===== src/sv/itr_pkg.sv =====
// itr_pkg: types, codes, microcode ROM and helper functions for the
// infix-to-RPN converter. No dependencies.
`timescale 1ns / 1ps
`default_nettype none

package itr_pkg;

  localparam int STACK_DEPTH_DEF = 32;

  // Input token kinds
  localparam logic [2:0] TK_NUM   = 3'd0;
  localparam logic [2:0] TK_OPEN  = 3'd1;
  localparam logic [2:0] TK_CLOSE = 3'd2;
  localparam logic [2:0] TK_FUNC  = 3'd3;
  localparam logic [2:0] TK_OPER  = 3'd4;

  // Operator codes
  localparam logic [3:0] OP_ADD  = 4'd0;
  localparam logic [3:0] OP_SUB  = 4'd1;
  localparam logic [3:0] OP_POW  = 4'd5;
  localparam logic [3:0] OP_NEG  = 4'd6;
  localparam logic [3:0] OP_PLUS = 4'd7;
  localparam logic [3:0] OP_MAX  = 4'd7;
  localparam logic [3:0] FUNC_MAX = 4'd8;

  // Result kinds
  localparam logic [1:0] OUT_NUM  = 2'd0;
  localparam logic [1:0] OUT_FUNC = 2'd1;
  localparam logic [1:0] OUT_OPER = 2'd2;
  localparam logic [1:0] OUT_MARK = 2'd3;

  // Stack entry encoding: 0..7 operator, 8..16 function, 17 open bracket
  localparam int ENC_W = 5;
  localparam logic [ENC_W-1:0] ENC_FUNC = 5'd8;
  localparam logic [ENC_W-1:0] ENC_OPEN = 5'd17;

  typedef struct packed {
    logic        req_type;
    logic [2:0]  tok_kind;
    logic [3:0]  tok_code;
    logic [63:0] num_value;
  } in_item_t;

  typedef struct packed {
    logic [1:0]  out_kind;
    logic [3:0]  out_code;
    logic [63:0] out_value;
    logic        status;
    logic        last_of_run;
  } out_item_t;

  // Microcode
  localparam int UPC_W = 4;

  localparam logic [UPC_W-1:0] U_IDLE   = 4'd0;
  localparam logic [UPC_W-1:0] U_FIN    = 4'd1;
  localparam logic [UPC_W-1:0] U_NUM    = 4'd2;
  localparam logic [UPC_W-1:0] U_PUSH   = 4'd3;
  localparam logic [UPC_W-1:0] U_BAD    = 4'd4;
  localparam logic [UPC_W-1:0] U_CLOSE  = 4'd5;
  localparam logic [UPC_W-1:0] U_CLOOP  = 4'd6;
  localparam logic [UPC_W-1:0] U_CEMPTY = 4'd7;
  localparam logic [UPC_W-1:0] U_CDROP  = 4'd8;
  localparam logic [UPC_W-1:0] U_OLOOP  = 4'd9;
  localparam logic [UPC_W-1:0] U_OPUSH  = 4'd10;
  localparam logic [UPC_W-1:0] U_END    = 4'd11;
  localparam logic [UPC_W-1:0] U_ELOOP  = 4'd12;
  localparam logic [UPC_W-1:0] U_EMARK  = 4'd13;

  localparam logic [2:0] C_ALWAYS   = 3'd0;
  localparam logic [2:0] C_IN_VALID = 3'd1;
  localparam logic [2:0] C_TOP_OPER = 3'd2;
  localparam logic [2:0] C_EMPTY    = 3'd3;
  localparam logic [2:0] C_WINS     = 3'd4;
  localparam logic [2:0] C_BD_NZ    = 3'd5;
  localparam logic [2:0] C_FLUSH    = 3'd6;

  localparam logic [1:0] EM_NONE  = 2'd0;
  localparam logic [1:0] EM_NUM   = 2'd1;
  localparam logic [1:0] EM_ENTRY = 2'd2;
  localparam logic [1:0] EM_MARK  = 2'd3;

  localparam logic [1:0] BD_NONE = 2'd0;
  localparam logic [1:0] BD_INC  = 2'd1;
  localparam logic [1:0] BD_DEC  = 2'd2;

  localparam logic [1:0] EX_NONE = 2'd0;
  localparam logic [1:0] EX_SET  = 2'd1;
  localparam logic [1:0] EX_CLR  = 2'd2;

  typedef struct packed {
    logic [2:0]       cond;
    logic             dispatch;  // true target comes from token decode
    logic [UPC_W-1:0] target;
    logic             stay;      // false condition holds the step
    logic [1:0]       emit;
    logic             skip_open;
    logic             pop;
    logic             push;
    logic [1:0]       bd_op;
    logic [1:0]       exp_op;
    logic             set_err;
    logic             clear;
    logic             fin;
  } ucode_t;

  typedef struct packed {
    logic err_seen;
    logic top_oper;
    logic empty;
    logic wins;
    logic bd_nz;
    logic flush_ok;
    logic top_open;
    logic hold_valid;
    logic out_free;
  } flags_t;

  typedef struct packed {
    ucode_t word;
    logic   act;
    logic   idle;
  } ctrl_t;

  function automatic ucode_t ucode_rom(input logic [UPC_W-1:0] addr);
    ucode_t w;
    w = '0;
    w.cond = C_ALWAYS;
    w.target = U_FIN;
    unique case (addr)
      U_IDLE: begin
        w.cond = C_IN_VALID;
        w.dispatch = 1'b1;
        w.stay = 1'b1;
      end
      U_FIN: begin
        w.fin = 1'b1;
        w.target = U_IDLE;
      end
      U_NUM: begin
        w.emit = EM_NUM;
        w.exp_op = EX_CLR;
      end
      U_PUSH: begin
        w.push = 1'b1;
        w.exp_op = EX_SET;
        w.bd_op = BD_INC;
      end
      U_BAD: begin
        w.set_err = 1'b1;
      end
      U_CLOSE: begin
        w.bd_op = BD_DEC;
        w.exp_op = EX_CLR;
        w.target = U_CLOOP;
      end
      U_CLOOP: begin
        w.cond = C_TOP_OPER;
        w.emit = EM_ENTRY;
        w.pop = 1'b1;
        w.target = U_CLOOP;
      end
      U_CEMPTY: begin
        w.cond = C_EMPTY;
        w.set_err = 1'b1;
      end
      U_CDROP: begin
        w.pop = 1'b1;
        w.emit = EM_ENTRY;
        w.skip_open = 1'b1;
      end
      U_OLOOP: begin
        w.cond = C_WINS;
        w.emit = EM_ENTRY;
        w.pop = 1'b1;
        w.target = U_OLOOP;
      end
      U_OPUSH: begin
        w.push = 1'b1;
        w.exp_op = EX_SET;
      end
      U_END: begin
        w.cond = C_BD_NZ;
        w.set_err = 1'b1;
        w.target = U_ELOOP;
      end
      U_ELOOP: begin
        w.cond = C_FLUSH;
        w.emit = EM_ENTRY;
        w.pop = 1'b1;
        w.target = U_ELOOP;
      end
      U_EMARK: begin
        w.emit = EM_MARK;
        w.clear = 1'b1;
      end
      default: begin
        w.target = U_IDLE;
      end
    endcase
    return w;
  endfunction

  // Binding strength: 0 opener, 1 add/sub, 2 mul/div/mod, 3 pow, 4 unary
  function automatic logic [2:0] prec_of(input logic [ENC_W-1:0] enc);
    logic [2:0] p;
    if (enc >= ENC_FUNC) p = 3'd0;
    else if (enc <= 5'd1) p = 3'd1;
    else if (enc <= 5'd4) p = 3'd2;
    else if (enc == {1'b0, OP_POW}) p = 3'd3;
    else p = 3'd4;
    return p;
  endfunction

  function automatic logic stacked_wins(input logic [ENC_W-1:0] top,
                                        input logic [ENC_W-1:0] incoming);
    logic [2:0] pt;
    logic [2:0] pi;
    pt = prec_of(top);
    pi = prec_of(incoming);
    return (pt > pi) || ((pt == pi) && (pt == 3'd1 || pt == 3'd2));
  endfunction

  function automatic out_item_t entry_item(input logic [ENC_W-1:0] enc);
    out_item_t r;
    logic [ENC_W-1:0] fid;
    r = '0;
    fid = enc - ENC_FUNC;
    if (enc >= ENC_FUNC) begin
      r.out_kind = OUT_FUNC;
      r.out_code = fid[3:0];
    end else begin
      r.out_kind = OUT_OPER;
      r.out_code = enc[3:0];
    end
    return r;
  endfunction

endpackage

`default_nettype wire


===== src/sv/infix_to_rpn_converter.sv =====
// infix_to_rpn_converter: top level, a microcoded shunting-yard converter.
// Depends on itr_pkg, itr_sequencer, itr_datapath (which holds itr_ram).
//
// Usage:
//   in_valid/in_ready/in_data carry one token or end item per transfer.
//   out_valid/out_ready/out_data carry RPN results; last_of_run marks the
//   final result caused by an input, and the end marker's status flags an
//   expression error (drop that expression's results on error).
//   A short control program steps a plain datapath one control word per
//   cycle unless stalled; the operator stack is a RAM read one entry per
//   cycle. Per item: a number is emitted; an opener or function pushed;
//   an operator pops each stacked one that wins, then is pushed; a close
//   bracket pops down to its opener; barring an error, the end item pops
//   the rest; it then emits the end marker. Each pop is one step of the
//   stack walk, which sets the rate. One result is held back until the
//   next is known or the item ends, then moves to the output register; a
//   stalled receiver holds the program on that step. in_ready is high
//   only while the program waits for its next item. Reset empties the
//   stack, clears the bracket count and error flag and sets the
//   expect-operand flag; stack contents need no clearing.
`timescale 1ns / 1ps
`default_nettype none

module infix_to_rpn_converter #(
  parameter int STACK_DEPTH = itr_pkg::STACK_DEPTH_DEF
) (
  input  wire logic               clk,
  input  wire logic               rst,
  input  wire logic               in_valid,
  output logic                    in_ready,
  input  wire itr_pkg::in_item_t  in_data,
  output logic                    out_valid,
  input  wire logic               out_ready,
  output itr_pkg::out_item_t      out_data
);
  import itr_pkg::*;

  ctrl_t  ctrl;
  flags_t flags;

  itr_sequencer u_seq (
    .clk     (clk),
    .rst     (rst),
    .in_valid(in_valid),
    .in_data (in_data),
    .flags   (flags),
    .ctrl    (ctrl)
  );

  itr_datapath #(
    .STACK_DEPTH(STACK_DEPTH)
  ) u_dp (
    .clk      (clk),
    .rst      (rst),
    .in_valid (in_valid),
    .in_data  (in_data),
    .ctrl     (ctrl),
    .flags    (flags),
    .out_valid(out_valid),
    .out_ready(out_ready),
    .out_data (out_data)
  );

  assign in_ready = ctrl.idle;

endmodule

`default_nettype wire


===== src/sv/itr_ram.sv =====
// itr_ram: generic single-write, single-read RAM with registered read data.
// No dependencies.
`timescale 1ns / 1ps
`default_nettype none

module itr_ram #(
  parameter int WIDTH = 8,
  parameter int DEPTH = 32
) (
  input  wire logic                                   clk,
  input  wire logic                                   we,
  input  wire logic [(DEPTH > 1 ? $clog2(DEPTH) : 1)-1:0] waddr,
  input  wire logic [WIDTH-1:0]                       wdata,
  input  wire logic [(DEPTH > 1 ? $clog2(DEPTH) : 1)-1:0] raddr,
  output logic      [WIDTH-1:0]                       rdata
);

  logic [WIDTH-1:0] mem [DEPTH];

  always_ff @(posedge clk) begin
    if (we) begin
      mem[waddr] <= wdata;
    end
    rdata <= mem[raddr];
  end

endmodule

`default_nettype wire


===== src/sv/itr_sequencer.sv =====
// itr_sequencer: micro program counter, control ROM and token dispatch.
// Depends on itr_pkg.
`timescale 1ns / 1ps
`default_nettype none

module itr_sequencer (
  input  wire logic             clk,
  input  wire logic             rst,
  input  wire logic             in_valid,
  input  wire itr_pkg::in_item_t in_data,
  input  wire itr_pkg::flags_t  flags,
  output itr_pkg::ctrl_t        ctrl
);
  import itr_pkg::*;

  logic [UPC_W-1:0] upc;
  logic [UPC_W-1:0] upc_next;
  logic [UPC_W-1:0] disp_target;
  ucode_t           word;
  logic             cond_true;
  logic             emit_want;
  logic             stall;

  assign word = ucode_rom(upc);

  always_comb begin
    unique case (word.cond)
      C_ALWAYS:   cond_true = 1'b1;
      C_IN_VALID: cond_true = in_valid;
      C_TOP_OPER: cond_true = flags.top_oper;
      C_EMPTY:    cond_true = flags.empty;
      C_WINS:     cond_true = flags.wins;
      C_BD_NZ:    cond_true = flags.bd_nz;
      C_FLUSH:    cond_true = flags.flush_ok;
      default:    cond_true = 1'b0;
    endcase
  end

  // Hold the step while a result must move out and the output is full
  assign emit_want = (word.emit != EM_NONE) && !(word.skip_open && flags.top_open);
  assign stall = cond_true && flags.hold_valid && !flags.out_free &&
                 (word.fin || emit_want);

  always_comb begin
    if (in_data.req_type) begin
      disp_target = U_END;
    end else if (flags.err_seen) begin
      disp_target = U_FIN;
    end else begin
      case (in_data.tok_kind)
        TK_NUM:   disp_target = U_NUM;
        TK_OPEN:  disp_target = U_PUSH;
        TK_FUNC:  disp_target = (in_data.tok_code <= FUNC_MAX) ? U_PUSH : U_BAD;
        TK_CLOSE: disp_target = U_CLOSE;
        TK_OPER:  disp_target = (in_data.tok_code <= OP_MAX) ? U_OLOOP : U_BAD;
        default:  disp_target = U_BAD;
      endcase
    end
  end

  always_comb begin
    if (stall) begin
      upc_next = upc;
    end else if (cond_true) begin
      upc_next = word.dispatch ? disp_target : word.target;
    end else if (word.stay) begin
      upc_next = upc;
    end else begin
      upc_next = upc + 1'b1;
    end
  end

  always_ff @(posedge clk) begin
    if (rst) begin
      upc <= U_IDLE;
    end else begin
      upc <= upc_next;
    end
  end

  assign ctrl.word = word;
  assign ctrl.act  = cond_true && !stall;
  assign ctrl.idle = (upc == U_IDLE);

  a_idle_no_stall: assert property (@(posedge clk) disable iff (rst)
    (upc == U_IDLE) |-> !stall)
    else $error("sequencer stalled while idle");

  a_stall_holds: assert property (@(posedge clk) disable iff (rst)
    stall |=> (upc == $past(upc)))
    else $error("step advanced during a stall");

  a_fin_returns: assert property (@(posedge clk) disable iff (rst)
    (upc == U_FIN && !stall) |=> (upc == U_IDLE))
    else $error("finish step did not return to idle");

endmodule

`default_nettype wire


===== src/sv/itr_datapath.sv =====
// itr_datapath: operator stack, expression state, result hold stage and
// output register, driven by the sequencer's control word.
// Depends on itr_pkg and itr_ram.
`timescale 1ns / 1ps
`default_nettype none

module itr_datapath #(
  parameter int STACK_DEPTH = itr_pkg::STACK_DEPTH_DEF
) (
  input  wire logic              clk,
  input  wire logic              rst,
  input  wire logic              in_valid,
  input  wire itr_pkg::in_item_t in_data,
  input  wire itr_pkg::ctrl_t    ctrl,
  output itr_pkg::flags_t        flags,
  output logic                   out_valid,
  input  wire logic              out_ready,
  output itr_pkg::out_item_t     out_data
);
  import itr_pkg::*;

  localparam int AW  = (STACK_DEPTH > 1) ? $clog2(STACK_DEPTH) : 1;
  localparam int SPW = $clog2(STACK_DEPTH + 1);
  localparam int BDW = $clog2(STACK_DEPTH + 2);
  localparam logic [SPW-1:0] SP_FULL = SPW'(STACK_DEPTH);

  logic [SPW-1:0]   sp;
  logic [SPW-1:0]   sp_next;
  logic [SPW-1:0]   rd_ptr;
  logic [BDW-1:0]   bd;
  logic [BDW-1:0]   bd_next;
  logic             expect_opnd;
  logic             expect_opnd_next;
  logic             err;
  logic             err_next;
  logic             we;
  logic [ENC_W-1:0] top;
  logic [ENC_W-1:0] enc;
  logic [ENC_W-1:0] enc_in;
  logic [63:0]      value;
  logic             accept;
  logic             emit_now;
  out_item_t        res;
  out_item_t        hold;
  out_item_t        out_next;
  logic             hold_valid;
  logic             out_free;

  assign accept   = in_valid && ctrl.idle;
  assign out_free = !out_valid || out_ready;

  // Stack entry for the incoming token; unary conversion applies here
  always_comb begin
    case (in_data.tok_kind)
      TK_OPEN: enc_in = ENC_OPEN;
      TK_FUNC: enc_in = ENC_FUNC + {1'b0, in_data.tok_code};
      default: begin
        if (expect_opnd && in_data.tok_code == OP_SUB) enc_in = {1'b0, OP_NEG};
        else if (expect_opnd && in_data.tok_code == OP_ADD) enc_in = {1'b0, OP_PLUS};
        else enc_in = {1'b0, in_data.tok_code};
      end
    endcase
  end

  always_ff @(posedge clk) begin
    if (accept) begin
      enc   <= enc_in;
      value <= in_data.num_value;
    end
  end

  always_comb begin
    sp_next = sp;
    bd_next = bd;
    expect_opnd_next = expect_opnd;
    err_next = err;
    we = 1'b0;
    if (ctrl.act) begin
      if (ctrl.word.pop) sp_next = sp - 1'b1;
      if (ctrl.word.push) begin
        if (sp == SP_FULL) begin
          err_next = 1'b1;
        end else begin
          we = 1'b1;
          sp_next = sp + 1'b1;
        end
      end
      if (ctrl.word.set_err) err_next = 1'b1;
      case (ctrl.word.bd_op)
        BD_INC:  bd_next = bd + 1'b1;
        BD_DEC:  if (bd != '0) bd_next = bd - 1'b1;
        default: bd_next = bd;
      endcase
      case (ctrl.word.exp_op)
        EX_SET:  expect_opnd_next = 1'b1;
        EX_CLR:  expect_opnd_next = 1'b0;
        default: expect_opnd_next = expect_opnd;
      endcase
      if (ctrl.word.clear) begin
        sp_next = '0;
        bd_next = '0;
        expect_opnd_next = 1'b1;
        err_next = 1'b0;
      end
    end
  end

  always_ff @(posedge clk) begin
    if (rst) begin
      sp <= '0;
      bd <= '0;
      expect_opnd <= 1'b1;
      err <= 1'b0;
    end else begin
      sp <= sp_next;
      bd <= bd_next;
      expect_opnd <= expect_opnd_next;
      err <= err_next;
    end
  end

  // Read ahead at the top of the next stack, so the data is ready next step
  assign rd_ptr = sp_next - 1'b1;

  itr_ram #(
    .WIDTH(ENC_W),
    .DEPTH(STACK_DEPTH)
  ) u_stack (
    .clk  (clk),
    .we   (we),
    .waddr(sp[AW-1:0]),
    .wdata(enc),
    .raddr(rd_ptr[AW-1:0]),
    .rdata(top)
  );

  assign emit_now = ctrl.act && (ctrl.word.emit != EM_NONE) &&
                    !(ctrl.word.skip_open && top == ENC_OPEN);

  always_comb begin
    res = '0;
    case (ctrl.word.emit)
      EM_NUM: begin
        res.out_kind = OUT_NUM;
        res.out_value = value;
      end
      EM_ENTRY: res = entry_item(top);
      EM_MARK: begin
        res.out_kind = OUT_MARK;
        res.status = err;
      end
      default: res = '0;
    endcase
  end

  // One result waits in hold until the next one or a finish step tells whether it was last
  always_ff @(posedge clk) begin
    if (rst) begin
      hold_valid <= 1'b0;
      out_valid <= 1'b0;
    end else begin
      if (emit_now) begin
        hold_valid <= 1'b1;
      end else if (ctrl.act && ctrl.word.fin) begin
        hold_valid <= 1'b0;
      end
      if (hold_valid && (emit_now || (ctrl.act && ctrl.word.fin))) begin
        out_valid <= 1'b1;
      end else if (out_ready) begin
        out_valid <= 1'b0;
      end
    end
  end

  always_comb begin
    out_next = hold;
    out_next.last_of_run = !emit_now;
  end

  always_ff @(posedge clk) begin
    if (emit_now) begin
      hold <= res;
    end
    if (hold_valid && (emit_now || (ctrl.act && ctrl.word.fin))) begin
      out_data <= out_next;
    end
  end

  assign flags.err_seen   = err;
  assign flags.top_oper   = (sp != '0) && (top < ENC_FUNC);
  assign flags.empty      = (sp == '0);
  assign flags.wins       = (sp != '0) && stacked_wins(top, enc);
  assign flags.bd_nz      = (bd != '0);
  assign flags.flush_ok   = !err && (sp != '0);
  assign flags.top_open   = (top == ENC_OPEN);
  assign flags.hold_valid = hold_valid;
  assign flags.out_free   = out_free;

  a_sp_bound: assert property (@(posedge clk) disable iff (rst)
    sp <= SP_FULL)
    else $error("stack pointer beyond depth");

  a_idle_hold_empty: assert property (@(posedge clk) disable iff (rst)
    ctrl.idle |-> !hold_valid)
    else $error("result left in hold at idle");

  a_mark_last: assert property (@(posedge clk) disable iff (rst)
    (out_valid && out_data.out_kind == OUT_MARK) |-> out_data.last_of_run)
    else $error("end marker not flagged last");

  a_push_grows: assert property (@(posedge clk) disable iff (rst)
    (we && !ctrl.word.clear) |=> (sp == $past(sp) + 1'b1))
    else $error("push did not advance stack pointer");

endmodule

`default_nettype wire


===== config.mk =====
export PLATFORM = sky130hd
export DESIGN_NAME = infix_to_rpn_converter
export DESIGN_NICKNAME = d
export VERILOG_FILES = /design/src/sv/itr_pkg.sv /design/src/sv/infix_to_rpn_converter.sv /design/src/sv/itr_ram.sv /design/src/sv/itr_sequencer.sv /design/src/sv/itr_datapath.sv
export SDC_FILE = /design/constraint.sdc
export NUM_CORES = 1
export LEC_CHECK = 0
export BUFFER_PORTS_ARGS = -buffer_cell sky130_fd_sc_hd__buf_4
export CAP_MARGIN = 20
export CELL_PAD_IN_SITES_DETAIL_PLACEMENT = 0
export CELL_PAD_IN_SITES_GLOBAL_PLACEMENT = 1
export CORE_MARGIN = 2
export CORE_UTILIZATION = 35
export CTS_BUF_LIST = sky130_fd_sc_hd__clkbuf_2
export DETAILED_ROUTE_END_ITERATION = 8
export PLACE_DENSITY = 0.64
export SLEW_MARGIN = 20
export SYNTH_ARGS = -nofsm -noshare
export SYNTH_HDL_FRONTEND = slang
export SYNTH_HIERARCHICAL = 1
export SYNTH_SLANG_ARGS = --single-unit

===== constraint.sdc =====
create_clock -name clk -period 9.6 [get_ports clk]
set_input_delay 0 -clock clk [delete_from_list [all_inputs] [get_ports clk]]
set_output_delay 0 -clock clk [all_outputs]
set_load 0.03 [all_outputs]

==> results of run 1 <==
[worst register-to-register path: stages, from the launching register on]
cell	delay [ns]
edfxtp_1	1.02
nor2_1	0.19
o21ai_0	0.12
nor2_1	0.07
ha_1	0.30
nand2b_1	0.14
a21o_1	0.17
a21oi_1	0.14
nor3_1	0.06
o211ai_1	0.12
a32oi_1	0.13
a21oi_4	0.29
nor2_1	0.07
buf_4	0.19
nand2b_1	0.29
nor4_1	0.14
a221oi_4	0.19
buf_4	0.70
ha_1	0.35
xnor2_2	0.12
buf_4	0.50
mux4_2	0.44
mux4_2	0.50
mux2_2	0.28
[final cells by class]
cell class / instances / share of cell area
repair buffers: 319 / 0.141
well taps: 592 / 0.0373
flip-flops and latches: 397 / 0.588
multi-input cells: 432 / 0.181
clock inverters: 35 / 0.0129
inverters: 20 / 0.00378
diodes: 1 / 0.000126
clock buffers: 145 / 0.0365
[power breakdown]
part | internal, mW | switching, mW
clock | 0.516 | 0.667
combinational | 1.07 | 1.18
sequential | 2.32 | 0.160
total | 3.91 | 2.01
[flip-flops by register name, summed over array words and instances (netlist names)]
| signal | count |
|---|---|
| u_dp/hold | 71 |
| u_dp/out_valid | 1 |
| u_dp/expect_opnd | 1 |
| u_seq/upc | 4 |
| u_dp/out_data | 72 |
| u_dp/sp | 6 |
| u_dp/value | 64 |
| u_dp/hold_valid | 1 |
| u_dp/err | 1 |
| u_dp/enc | 5 |
| u_dp/u_stack/rdata | 5 |
| u_dp/u_stack/mem | 160 |
| u_dp/bd | 6 |
[metal layers]
layer,vias up,part of all wire
li1,4274,-
met3,47,0.070
met5,-,0
met1,4515,0.45
met2,334,0.47
met4,0,0.018
[worst max-delay path by stage]
stage	slack (ns)	end	depth (start not counted)	start
4_1_cts	2.77	u_dp/u_stack/rdata[3]	23	u_dp/enc[3]
3_3_place_gp	3.05	u_dp/u_stack/rdata[1]	23	u_dp/enc[3]
6_report	2.94	u_dp/u_stack/rdata[3]	23	u_dp/enc[3]
3_5_place_dp	2.85	u_dp/u_stack/rdata[2]	23	u_dp/enc[3]
5_1_grt	2.34	u_dp/u_stack/rdata[3]	23	u_dp/enc[3]
2_1_floorplan	0.63	u_dp/out_data[0]	17	u_dp/enc[2]
[through the flow]
stage / utilization / power (mW)
after floorplan: - / 4.16
after global placement: 0.393 / 4.70
after detailed placement: 0.393 / 4.76
after CTS: 0.452 / 6.02
after global routing: 0.452 / 6.29
final: 0.452 / 5.92
==> flow_metrics.tcl, run 1 <==
set metrics [dict create \
    fill_cells 3946 \
    rr_endpoint "u_dp/u_stack/rdata[3]" \
    clk_latency_ns 1.01 \
    grt_use_met1 0.203 \
    dr.pass1.iters 6 \
    htree_levels 3 \
    globalRouteMet3Util 0.0387 \
    max_slew_margin 0.334 \
    crit_family "buffers and inverters" \
    report.final.slew_viol_count 0 \
    gp_congestion 0.773 \
    path_class "flop to flop" \
    core_mm2 0.0439 \
    first_iter_violations 765 \
    nets 1358 \
    p_leak_nw 7.20 \
    seq_area_mm2 0.0117 \
    die_w_um 214 \
    synth_nets 982 \
    placementRows 77 \
    cp-start-kind "flop" \
    fmax_ghz 0.150 \
    irDropWorstVdd_v 0.000258 \
    die-area_mm2 0.0460 \
    wl_mm 33.9 \
    port-buffer-count 149 \
    finalSetupViolations 0 \
    cpMaxStageDelayCell "edfxtp_1" \
    syn_area_mm2 0.0155 \
    start_util 0.353 \
    outcome "finished, final reports clean" \
    whs_ns 0.174 \
    cp_slowest_stage_delay_ns 1.02 \
    cts_setup_buffers 0 \
    instances_no_fill 1941 \
    postCtsHoldBufs 158 \
    grt.total_usage 0.149 \
    final_cell_mix "edfxtp_1, buf_4, dlygate4sd3_1, clkbuf_2, and2_1" \
    synth_cells 890 \
    cts_sinks 397 \
    drive_gt1_frac 0.292 \
    period_minus_slack_ns 6.66 \
    grt_pass1_vias 9122 \
    multi_input_area_mm2 0.00359 \
    root_buffer "clkbuf_2" \
    grt_max_degree 73 \
    final_common_cell "edfxtp_1" \
    synth.avg_cell_area_um2 17.4 \
    hold_class "input pin to flop" \
    met2_usage 0.230 \
    numCtsBuffers 96 \
    clk_path_buf_depth 3 \
    grt_pass1_wl_mm 52.9 \
    setup_tns_ns 0 \
    fin_crit_sh 0.693 \
    grt_overflow 0 \
    critPathCaptureType "flop" \
    dp.final_hpwl_mm 20.3 \
    grt_antenna_before_repair 1 \
    hold_viol 0 \
    yosysWarnings 6 \
    synthToLayoutAreaGrowth_pct 28.2 \
    busiest_layer "met2" \
    hold_depth 4 \
    crit_buf_inv 3 \
    preCtsSetupSlack_ns 2.85 \
    cp_max_fo 43 \
    tightestPinTransition_ns 0.999 \
    cts_resized 0 \
    rsz0062_at_grt "false" \
    min_to "u_dp/enc[4]" \
    ioPinCount 150 \
    wire_per_inst_um 17.5 \
    crit_arrival_ns 7.48 \
    clock_skew_ns 0.0855 \
    regToRegSetupSlack_ns 2.94 \
    reg2regPathDepth 23 \
    drc_errors 0 \
    dp_cells 1601 \
    die_h_um 214 \
    max_cap_viol_count 0 \
    required_ns 10.43 \
    p_per_area_mw_per_mm2 298 \
    via_count 9170 \
    clk_pin_slew_ns 0.10 \
    cp_cell_sequence "nor2_1 -> o21ai_0 -> nor2_1 -> ha_1 -> nand2b_1 -> a21o_1 -> a21oi_1 -> nor3_1 -> o211ai_1 -> a32oi_1 -> a21oi_4 -> nor2_1 -> buf_4 -> nand2b_1 -> nor4_1 -> a221oi_4 -> buf_4 -> ha_1 -> xnor2_2 -> buf_4 -> mux4_2 -> mux4_2 -> mux2_2" \
    ant_nets 0 \
    setup_slack_ns 2.94 \
    min-delay-start "in_data[68]" \
    dpl-instance-area_mm2 0.0173 \
    finalInstanceArea_mm2 0.0199 \
    routed_via_density 4.72 \
    tritoncts "done" \
    timing.rr.start "u_dp/enc[3]" \
]
Power figures use the tool's default switching activity.
==> inputs of run 2 (changes only) <==
--- a/config.mk
+++ b/config.mk
@@ -13,7 +13,7 @@
 export CORE_UTILIZATION = 35
 export CTS_BUF_LIST = sky130_fd_sc_hd__clkbuf_2
 export DETAILED_ROUTE_END_ITERATION = 8
-export PLACE_DENSITY = 0.64
+export PLACE_DENSITY = 0.62
 export SLEW_MARGIN = 20
 export SYNTH_ARGS = -nofsm -noshare
 export SYNTH_HDL_FRONTEND = slang
==> constraint.sdc (replaced) <==
create_clock -name clk -period 6.79 [get_ports clk]
set_input_delay 0 -clock clk [delete_from_list [all_inputs] [get_ports clk]]
set_output_delay 0 -clock clk [all_outputs]
set_load 0.03 [all_outputs]
==> run 2 against run 1 <==
Compared with the run above:
- global-route usage rose by 0.31 points
- flip-flop and latch count did not move
- power rose by 39%
- clock skew rose by 0.019 ns
- clock power rose by 27%
- critical path depth fell by 1
- worst hold slack got worse by 0.037 ns
- via count fell by 0.50%
- critical endpoint is now u_dp/u_stack/rdata[2]
==> flow_metrics.tcl, run 2 (synthesis results as in run 1) <==
set metrics [dict create \
    hold_viol 0 \
    timing.rr.start "u_dp/enc[3]" \
    hold_depth 5 \
    grt_antenna_before_repair 1 \
    period_minus_slack_ns 6.13 \
    grt_max_degree 73 \
    cp_cell_sequence "nor2_1 -> o21ai_0 -> nor2_1 -> ha_1 -> nand2b_1 -> a21o_1 -> a21oi_1 -> nor3_1 -> o211ai_1 -> a32oi_1 -> a21oi_4 -> nor2_1 -> buf_4 -> nand2b_1 -> nor4_1 -> a221oi_4 -> ha_1 -> xnor2_2 -> buf_4 -> mux4_2 -> mux4_2 -> mux2_2" \
    power_frac_comb 0.393 \
    reg_top3 "u_dp/u_stack/mem: 160 flops, u_dp/out_data: 72 flops, u_dp/hold: 71 flops" \
    die_w_um 214 \
    drc_errors 0 \
    pwr-share-seq 0.425 \
    synthToLayoutAreaGrowth_pct 27.5 \
    grt_overflow 0 \
    p_leak_nw 7.15 \
    met1_length_mm 15.5 \
    startpoint "u_dp/enc[3]" \
    nets 1360 \
    critPathCaptureType "flop" \
    cp_slowest_stage_delay_ns 1.00 \
    first_iter_violations 691 \
    cp-start-kind "flop" \
    max_slew_margin 0.337 \
    rsz0062_at_grt "false" \
    regMostFlops "u_dp/u_stack/mem" \
    cts_resized 0 \
    top_layer "met4" \
    wl_met3_mm 2.47 \
    regToRegSetupSlack_ns 0.66 \
    final_common_cell "edfxtp_1" \
    cpMostUsedCell "nor2_1" \
    setup_tns_ns 0 \
    wire_per_inst_um 17.8 \
    cts_sinks 397 \
    dr.pass1.iters 5 \
    tightestPinTransition_ns 0.994 \
    required_ns 7.64 \
    core_mm2 0.0439 \
    hold_class "input pin to flop" \
    max_cap_viol_count 0 \
    fmax_ghz 0.163 \
    routed_via_density 4.71 \
    cts_setup_buffers 0 \
    power_mw 8.21 \
    crit_end "u_dp/u_stack/rdata[2]" \
    report.final.slew_viol_count 0 \
    port-buffer-count 149 \
    finalSetupViolations 0 \
    p_per_area_mw_per_mm2 416 \
    numCtsBuffers 95 \
    p_sw_mw 2.84 \
    fin_crit_sh 0.903 \
    start_util 0.353 \
    die-area_mm2 0.0460 \
    tritoncts "done" \
    cpMaxStageDelayCell "edfxtp_1" \
    die_h_um 214 \
    outcome "finished, final reports clean" \
    via_count 9124 \
    largest_reg_flops 160 \
    placementRows 77 \
    drive_gt1_frac 0.289 \
    wl_met2_mm 16.0 \
    wl_mm 34.5 \
    ant_nets 0 \
    final_cell_mix "edfxtp_1, buf_4, dlygate4sd3_1, clkbuf_2, and2_1" \
    dp.final_hpwl_mm 20.4 \
    crit_arrival_ns 6.98 \
    grt.total_usage 0.152 \
    netSwitchingFraction 0.346 \
    ioPinCount 150 \
    clk_latency_ns 0.98 \
    clk_pin_slew_ns 0.11 \
    cp_max_fo 40 \
    intPower_mw 5.37 \
    gp_congestion 0.759 \
    grt_pass1_wl_mm 53.7 \
    clock_skew_ns 0.104 \
    path_class "flop to flop" \
    postCtsHoldBufs 159 \
    reg2regPathDepth 22 \
    rr_endpoint "u_dp/u_stack/rdata[2]" \
    clk_path_buf_depth 3 \
    root_buffer "clkbuf_2" \
    irDropWorstVdd_v 0.000582 \
    p_clk_frac 0.183 \
    grt_pass1_vias 9401 \
    htree_levels 3 \
]
-- run 2: area by class of cell --
class / instances / area (um2)
fillers: 3984 / 24200
multi-input cells: 432 / 3590
clock inverters: 34 / 150
flip-flops and latches: 397 / 11700
repair buffers: 322 / 2820
diodes: 1 / 2.50
clock buffers: 141 / 706
well taps: 592 / 741
inverters: 20 / 75.1
-- run 2: metrics by stage --
step           setup slack [ns]  hold WS (ns)   util  std cells  instance area [um2]
2_1_floorplan             0.471        0.0691      -        890                15500
3_3_place_gp              0.766         0.179  0.394       1604                17300
3_5_place_dp              0.614         0.179  0.394       1604                17300
4_1_cts                   0.605       0.00197  0.450       1938                19700
5_1_grt                   0.141        0.0846  0.450       1939                19800
6_report                  0.660         0.137  0.450       1939                19800
-- run 2: worst min path at each step --
stage,start,endpoint,slack (ns)
3_5_place_dp,in_data[51],u_dp/value[51],0.18
3_3_place_gp,in_data[6],u_dp/value[6],0.18
4_1_cts,in_valid,u_seq/upc[3],0.002
2_1_floorplan,rst,u_dp/out_valid,0.07
5_1_grt,in_valid,u_seq/upc[3],0.08
6_report,in_valid,u_seq/upc[3],0.14
-- run 2: critical path, delay by kind of cell, from the launching register on --
kind | cells | cell delay, ns
AND/OR/NAND/NOR | 7 | 1.36
adder cells (fa/ha/maj) | 2 | 0.56
XOR/XNOR | 1 | 0.15
AO/OA/AOI/OAI | 7 | 0.98
multiplexers | 3 | 1.21
buffers and inverters | 2 | 0.70
flip-flops | 1 | 1.00
-- run 2: metal layers --
metal	vias to the layer above	global-route usage
met1	4497	0.209
met3	38	0.0367
met5	-	0
met4	0	0.0544
li1	4268	-
met2	321	0.236
-- run 2: power groups by stage --
| stage | Sequential (mW) | Clock, mW | Combinational (mW) |
|---|---|---|---|
| after floorplan | 3.60 | 0 | 2.26 |
| after detailed placement | 3.55 | 0 | 3.20 |
| after CTS | 3.49 | 1.58 | 3.29 |
| after global routing | 3.53 | 1.71 | 3.50 |
| final | 3.49 | 1.50 | 3.22 |
| after global placement | 3.53 | 0 | 3.16 |
